$ cat config.mk
export PLATFORM = sky130hd
export DESIGN_NAME = base62_integer_encoder_unit
export DESIGN_NICKNAME = d
export VERILOG_FILES = /design/src/b62e_pkg.sv /design/src/b62e_front.sv /design/src/b62e_queue.sv /design/src/b62e_back.sv /design/src/base62_integer_encoder_unit.sv
export SDC_FILE = /design/constraint.sdc
export NUM_CORES = 1
export LEC_CHECK = 0
export BUFFER_PORTS_ARGS = -buffer_cell sky130_fd_sc_hd__clkbuf_2
export CAP_MARGIN = 25
export CORE_ASPECT_RATIO = 1.2
export CORE_UTILIZATION = 59
export DETAILED_ROUTE_END_ITERATION = 8
export PLACE_DENSITY = 0.89
export SLEW_MARGIN = 20
export SYNTH_ARGS = -nofsm -noshare
export SYNTH_HDL_FRONTEND = slang
export SYNTH_SLANG_ARGS = --single-unit
$ cat constraint.sdc
create_clock -name clk -period 6.6 [get_ports clk]
set_input_delay 1.32 -clock clk [delete_from_list [all_inputs] [get_ports clk]]
set_output_delay 1.32 -clock clk [all_outputs]
set_load 0.1 [all_outputs]
$ cat src/b62e_pkg.sv
// Shared types, constants and helpers for the base-62 integer encoder.
package b62e_pkg;

  localparam logic [7:0]  BUF_LEN_RESET  = 8'd64;
  localparam int          QUEUE_DEPTH_DEF = 2;
  localparam int          VALUE_W        = 32;
  localparam int          MAX_DIGITS     = 6;
  localparam int          DIG_CNT_W      = 3;
  localparam int          CHAR_CNT_W     = 4;
  localparam logic [5:0]  RADIX          = 6'd62;
  // x / 31 == (x * RECIP_31) >> RECIP_SHIFT for x < 2^31
  localparam logic [31:0] RECIP_31       = 32'd2216757315;
  localparam int          RECIP_SHIFT    = 36;
  localparam int          PROD_W         = 63;
  localparam logic [7:0]  CHAR_MINUS     = 8'h2d;
  localparam logic [7:0]  CHAR_NUL       = 8'h00;

  typedef struct packed {
    logic                 neg;
    logic [VALUE_W-1:0]   mag;
  } q_entry_t;

  typedef enum logic [2:0] {
    S_IDLE,
    S_MUL,
    S_CORR,
    S_CHECK,
    S_SIGN,
    S_DIGIT,
    S_ERR
  } back_state_t;

  function automatic logic [7:0] digit_char(input logic [5:0] d);
    logic [7:0] c;
    if (d < 6'd10) begin
      c = 8'h30 + {2'b00, d};
    end else if (d < 6'd36) begin
      c = 8'h61 + {2'b00, d} - 8'd10;
    end else begin
      c = 8'h41 + {2'b00, d} - 8'd36;
    end
    return c;
  endfunction

endpackage

$ cat src/b62e_front.sv
// Front end: accepts input transactions, splits sign and magnitude, feeds the queue.
module b62e_front (
  input  logic                     in_valid,
  output logic                     in_stall,
  input  logic [31:0]              value,
  output logic                     push,
  output b62e_pkg::q_entry_t       entry,
  input  logic                     full
);
  import b62e_pkg::*;

  assign in_stall  = full;
  assign push      = in_valid && !full;
  assign entry.neg = value[VALUE_W-1];
  // most negative value wraps to 2^31, read as unsigned
  assign entry.mag = value[VALUE_W-1] ? (~value + 32'd1) : value;

endmodule

$ cat src/b62e_queue.sv
// Small FIFO between front end and conversion back end.
module b62e_queue #(
  parameter int DEPTH = b62e_pkg::QUEUE_DEPTH_DEF
) (
  input  logic                 clk,
  input  logic                 rst,
  input  logic                 push,
  input  b62e_pkg::q_entry_t   wr_data,
  output logic                 full,
  input  logic                 pop,
  output b62e_pkg::q_entry_t   rd_data,
  output logic                 empty
);
  import b62e_pkg::*;

  localparam int PTR_W = (DEPTH > 1) ? $clog2(DEPTH) : 1;
  localparam int CNT_W = $clog2(DEPTH + 1);
  localparam logic [PTR_W-1:0] PTR_LAST = PTR_W'(DEPTH - 1);
  localparam logic [CNT_W-1:0] CNT_FULL = CNT_W'(DEPTH);

  q_entry_t         mem [DEPTH];
  logic [PTR_W-1:0] wr_ptr;
  logic [PTR_W-1:0] rd_ptr;
  logic [CNT_W-1:0] count;
  logic             do_push;
  logic             do_pop;

  assign full     = (count == CNT_FULL);
  assign empty    = (count == '0);
  assign do_push  = push && !full;
  assign do_pop   = pop && !empty;
  assign rd_data  = mem[rd_ptr];

  always_ff @(posedge clk) begin
    if (do_push) begin
      mem[wr_ptr] <= wr_data;
    end
  end

  always_ff @(posedge clk) begin
    if (rst) begin
      wr_ptr <= '0;
      rd_ptr <= '0;
      count  <= '0;
    end else begin
      if (do_push) begin
        wr_ptr <= (wr_ptr == PTR_LAST) ? '0 : wr_ptr + 1'b1;
      end
      if (do_pop) begin
        rd_ptr <= (rd_ptr == PTR_LAST) ? '0 : rd_ptr + 1'b1;
      end
      if (do_push && !do_pop) begin
        count <= count + 1'b1;
      end else if (do_pop && !do_push) begin
        count <= count - 1'b1;
      end
    end
  end

endmodule

$ cat src/b62e_back.sv
// Back end: digit extraction by reciprocal multiply, capacity check, character output.
module b62e_back (
  input  logic                 clk,
  input  logic                 rst,
  input  logic                 cfg_wr_en,
  input  logic [7:0]           cfg_wr_data,
  input  b62e_pkg::q_entry_t   rd_data,
  input  logic                 empty,
  output logic                 pop,
  output logic                 out_valid,
  input  logic                 out_stall,
  output logic [7:0]           text_char,
  output logic                 last,
  output logic                 overflow
);
  import b62e_pkg::*;

  back_state_t           state;
  back_state_t           state_next;
  logic [7:0]            buffer_length;
  logic                  neg;
  logic [VALUE_W-1:0]    cur;
  logic [PROD_W-1:0]     prod;
  logic [5:0]            digits [MAX_DIGITS];
  logic [DIG_CNT_W-1:0]  ndig;
  logic [DIG_CNT_W-1:0]  idx;

  logic [VALUE_W-1:0]    q_est;
  logic [VALUE_W-1:0]    r_est;
  logic [VALUE_W-1:0]    q_fix;
  logic [5:0]            r_fix;
  logic [CHAR_CNT_W-1:0] char_cnt;
  logic                  too_long;
  logic                  slot_free;
  logic                  out_load;
  logic [7:0]            char_next;
  logic                  last_next;
  logic                  ovf_next;

  assign slot_free = !out_valid || !out_stall;

  assign q_est = VALUE_W'(prod[PROD_W-1:RECIP_SHIFT]);
  assign r_est = cur - {q_est[VALUE_W-7:0], 6'b0} + {q_est[VALUE_W-2:0], 1'b0};
  always_comb begin
    if (r_est >= VALUE_W'(RADIX)) begin
      q_fix = q_est + 1'b1;
      r_fix = 6'(r_est - VALUE_W'(RADIX));
    end else begin
      q_fix = q_est;
      r_fix = r_est[5:0];
    end
  end

  assign char_cnt = CHAR_CNT_W'(ndig) + CHAR_CNT_W'(neg);
  // single-digit results skip the capacity check
  assign too_long = (ndig != DIG_CNT_W'(1)) && ({4'b0, char_cnt} >= buffer_length);

  always_comb begin
    state_next = state;
    unique case (state)
      S_IDLE:  if (!empty) state_next = S_MUL;
      S_MUL:   state_next = S_CORR;
      S_CORR:  state_next = (q_fix == '0) ? S_CHECK : S_MUL;
      S_CHECK: begin
        priority if (too_long) state_next = S_ERR;
        else if (neg)          state_next = S_SIGN;
        else                   state_next = S_DIGIT;
      end
      S_SIGN:  if (slot_free) state_next = S_DIGIT;
      S_DIGIT: if (slot_free && idx == '0) state_next = S_IDLE;
      S_ERR:   if (slot_free) state_next = S_IDLE;
      default: state_next = S_IDLE;
    endcase
  end

  always_comb begin
    pop       = 1'b0;
    out_load  = 1'b0;
    char_next = CHAR_NUL;
    last_next = 1'b0;
    ovf_next  = 1'b0;
    unique case (state)
      S_IDLE:  pop = !empty;
      S_SIGN: begin
        out_load  = slot_free;
        char_next = CHAR_MINUS;
      end
      S_DIGIT: begin
        out_load  = slot_free;
        char_next = digit_char(digits[idx]);
        last_next = (idx == '0);
      end
      S_ERR: begin
        out_load  = slot_free;
        last_next = 1'b1;
        ovf_next  = 1'b1;
      end
      default: ;
    endcase
  end

  always_ff @(posedge clk) begin
    if (rst) begin
      state         <= S_IDLE;
      buffer_length <= BUF_LEN_RESET;
      out_valid     <= 1'b0;
    end else begin
      state <= state_next;
      if (cfg_wr_en) begin
        buffer_length <= cfg_wr_data;
      end
      if (out_load) begin
        out_valid <= 1'b1;
      end else if (!out_stall) begin
        out_valid <= 1'b0;
      end
    end
  end

  always_ff @(posedge clk) begin
    if (pop) begin
      neg  <= rd_data.neg;
      cur  <= rd_data.mag;
      ndig <= '0;
    end
    if (state == S_MUL) begin
      prod <= cur[VALUE_W-1:1] * RECIP_31;
    end
    if (state == S_CORR) begin
      digits[ndig] <= r_fix;
      ndig         <= ndig + 1'b1;
      cur          <= q_fix;
    end
    if (state == S_CHECK) begin
      idx <= ndig - 1'b1;
    end
    if (state == S_DIGIT && slot_free && idx != '0) begin
      idx <= idx - 1'b1;
    end
    if (out_load) begin
      text_char <= char_next;
      last      <= last_next;
      overflow  <= ovf_next;
    end
  end

endmodule

$ cat src/base62_integer_encoder_unit.sv
// Base-62 integer encoder top level: front end, queue and conversion back end.
// Each 32-bit signed input transaction yields its base-62 text, most significant
// digit first, with a leading '-' for negatives; the final character has last set.
// Results of two or more digits whose character count reaches buffer_length give
// a single transaction with overflow and last set and text_char zero instead.
// Each item passes through idle, then the reciprocal multiply and remainder
// correction loop once per digit, a capacity check, and one output step per
// character (the sign, then the digits), or a single error step on overflow.
// The queue holds further inputs while a conversion runs.
module base62_integer_encoder_unit #(
  parameter int QUEUE_DEPTH = b62e_pkg::QUEUE_DEPTH_DEF
) (
  input  logic        clk,
  input  logic        rst,
  input  logic        cfg_wr_en,
  input  logic [7:0]  cfg_wr_data,
  input  logic        in_valid,
  output logic        in_stall,
  input  logic [31:0] value,
  output logic        out_valid,
  input  logic        out_stall,
  output logic [7:0]  text_char,
  output logic        last,
  output logic        overflow
);
  import b62e_pkg::*;

  q_entry_t wr_entry;
  q_entry_t rd_entry;
  logic     push;
  logic     full;
  logic     pop;
  logic     empty;

  b62e_front u_front (
    .in_valid (in_valid),
    .in_stall (in_stall),
    .value    (value),
    .push     (push),
    .entry    (wr_entry),
    .full     (full)
  );

  b62e_queue #(
    .DEPTH (QUEUE_DEPTH)
  ) u_queue (
    .clk     (clk),
    .rst     (rst),
    .push    (push),
    .wr_data (wr_entry),
    .full    (full),
    .pop     (pop),
    .rd_data (rd_entry),
    .empty   (empty)
  );

  b62e_back u_back (
    .clk         (clk),
    .rst         (rst),
    .cfg_wr_en   (cfg_wr_en),
    .cfg_wr_data (cfg_wr_data),
    .rd_data     (rd_entry),
    .empty       (empty),
    .pop         (pop),
    .out_valid   (out_valid),
    .out_stall   (out_stall),
    .text_char   (text_char),
    .last        (last),
    .overflow    (overflow)
  );

endmodule

==> out/summary.txt <==
largest family of logic cells by synthesized area -> adder cells
Crit path buffers/inverters -> 7
synth warn -> 0
critical path launch point type -> register
Post-synth top cells -> 362 x ha_1, 358 x inv_1, 178 x edfxtp_1
area grow syn2layout -> 11.8%
# setup viols final -> 3
most common cell in the netlist -> ha_1
failing checks -> setup timing
Mapped Avg Cell Area -> 10.2 sq um
minimum clock period -> 6650 ps
Synth top area share -> 0.261
post-synthesis compound-gate area fraction -> 0.107
CTS tree -> built
die area -> 0.0354 sq mm
worst setup path class -> reg2reg
nets -> 2665
Num CTS Buffers -> 17
final hold violation count -> 0
antenna cells -> 0
fmax -> 150 MHz
Final Wtd Congestion -> 0.981
XOR/XNOR share of the synthesized area -> 0.0497
Arr. time, crit path -> 6850 ps
synthesized area -> 0.0204 sq mm
post-synthesis register bit count -> 198
Max Buffers Root-to-Sink -> 2
clock-pin slew on the worst setup and hold paths -> 90 ps
Final Skew -> 19.2 ps
synth top area cells -> edfxtp_1 26%, ha_1 22%, fa_1 13%, inv_1 6.6%, xnor2_1 3.9%
syn_nets -> 2553
period utilization -> 1.01
Starting Density -> 0.600
vias in the first global route -> 15992
Max FO, Critical Path -> 3
gr usage total -> 0.306
cell count after synthesis -> 2014
Synth area leader -> edfxtp_1
setup ws final -> -46.7 ps
Core ar. -> 0.0341 sq mm
largest net degree at the start of global routing -> 61
clock sinks -> 198
number of DRC markers in iteration 0 -> 1233
DRT Pass-1 Iters -> 5
Adder-Cell Fraction of Synth Area -> 0.351
initial antenna violation count -> 1
GR Overflow Total -> 0
DR DRC count -> 0
register area share after synthesis -> 0.281
die height -> 206 microns
CP Data Required Time -> 6810 ps
Placed Instance Area -> 0.0216 sq mm
final max-slew violation count -> 0
Post-synth EDFFs -> 178
total number of vias -> 15796
Slowest-stage cell, CP -> fa_2
Row Count -> 74
normalized max-slew margin -> 0.309
first-pass GRT wire length -> 81.9 mm
root buffer cell -> clkbuf_16
Worst Tran Pin Value -> 1030 ps
synthesized-area fraction occupied by and/or/nand/nor cells -> 0.102
RSZ-0062 raised after global routing -> yes
Synth cell types -> 86
type of the most critical hold path -> reg2reg
ANT nets after route -> 0
die width -> 172 microns
post-DR wirelength/cell -> 21.1 microns
port bufs -> 56
routed wire length -> 54.8 mm
outcome -> finished, violations left
post-DR vias/cell -> 6.09
Worst-Skew Late Latency -> 450 ps
Hold-fix buffers, CTS -> 0
number of H-tree levels -> 4
Setup crit end kind -> register
HPWL Detailed -> 43.0 mm
# fillers -> 2468
delay-heaviest family, CP -> adder cells
Primary FF master, synth -> edfxtp_1
io pins -> 57
post-synthesis mux area share -> 0.0314
max_cap viols -> 0
Synth async-reset ratio -> 0
final instance area -> 0.0228 sq mm
CP peak stage delay -> 580 ps
ratio of cells with drive above 1 in the final layout -> 0.131
most frequent CP cell -> ha_4
-- area by class of cell --
cell class / instances / area, sq um / area share
Sequential cell: 198 / 5750 / 0.252
Inverter: 359 / 1350 / 0.0590
Clock inverter: 14 / 183 / 0.00799
Multi-Input combinational cell: 1403 / 13600 / 0.594
Tap cell: 456 / 571 / 0.0250
Timing Repair Buffer: 147 / 1000 / 0.0438
Clock buffer: 18 / 429 / 0.0188
-- tightest hold or removal path, delay by kind of cell (launching register included) --
| family | cells | cell delay (ps) |
|---|---|---|
| and+or+nand+nor | 1 | 80 |
| DFF | 1 | 330 |
| muxes | 1 | 60 |
-- routing by layer --
layer,vias to the layer above,GRT usage,part of all wire
met5,-,0,0.00029
met4,2,0.171,0.067
met3,212,0.0398,0.052
met2,626,0.552,0.51
met1,7715,0.347,0.37
li1,7241,-,-
-- final timing paths --
kind                                        startpoint  slack (ps)                                   end  cells after the start
hold / removal    u_back.buffer_length[4]$_SDFFE_PP0P_         500  u_back.buffer_length[4]$_SDFFE_PP0P_                      2
setup / recovery              u_back.cur[24]$_DFFE_PP_         -50             u_back.prod[55]$_DFFE_PP_                     28
setup reg to reg              u_back.cur[24]$_DFFE_PP_         -50             u_back.prod[55]$_DFFE_PP_                     28
hold reg to reg   u_back.buffer_length[4]$_SDFFE_PP0P_         500  u_back.buffer_length[4]$_SDFFE_PP0P_                      2
-- flip-flops by register name, summed over array words and instances, names as in the netlist, 2 cells and up, named ones only --
signal and cells:
u_back.idx 3, u_back.text_char 8, u_queue.count 2, u_queue.mem 66, u_back.digits 36, u_back.state 3, u_back.prod 27, u_back.cur 32
u_back.ndig 3, u_back.buffer_length 8
-- cell usage in the layout (no fill, tap or decap), types with 25 or more instances in the layout --
master / Yosys / layout
a21o_1: 25 / 25
a21oi_1: 81 / 79
nor2_1: 90 / 88
nand3_1: 31 / 29
xnor2_1: 92 / 91
o21ai_0: 69 / 67
mux2i_1: 45 / 45
ha_1: 362 / 336
inv_1: 358 / 344
nand2_1: 106 / 105
edfxtp_1: 178 / 178
fa_1: 132 / 128
nor3_1: 34 / 32
buf_4: 5 / 84
clkbuf_2: 0 / 56
nand4_1: 26 / 26
-- stage by stage --
| step | std cells | hold slack, ps | setup WS, ps | utilization | TNS (ps) |
|---|---|---|---|---|---|
| CTS | 2584 | 512 | 6.73 | 0.658 | 0 |
| detailed placement | 2543 | 491 | -515 | 0.634 | -3180 |
| global placement | 2543 | 476 | -234 | 0.634 | -891 |
| finish | 2595 | 505 | -46.7 | 0.671 | -101 |
| global route | 2595 | 529 | -227 | 0.671 | -1030 |
| floorplan | 2014 | 460 | 7.64 | - | 0 |
-- timing repair --
item | 4_1_cts | 5_1_grt
setup buffers | 9 | 8
pin swaps | 29 | 50
setup endpoints to repair | 13 | 12
gates cloned | 0 | 0
resized for setup | 25 | 58
endpoints found under the hold margin | 0 | 0
-- cell families after synthesis --
group,Yosys count
adder cells (fa/ha/maj),494
buffers and inverters,413
AND/OR/NAND/NOR,411
AO/OA/AOI/OAI,326
flip-flops,198
XOR/XNOR,116
multiplexers,56
Power is left out: the tool's default activity adds up to more than one toggle a clock period on the data nets, which glitch-free logic cannot reach.
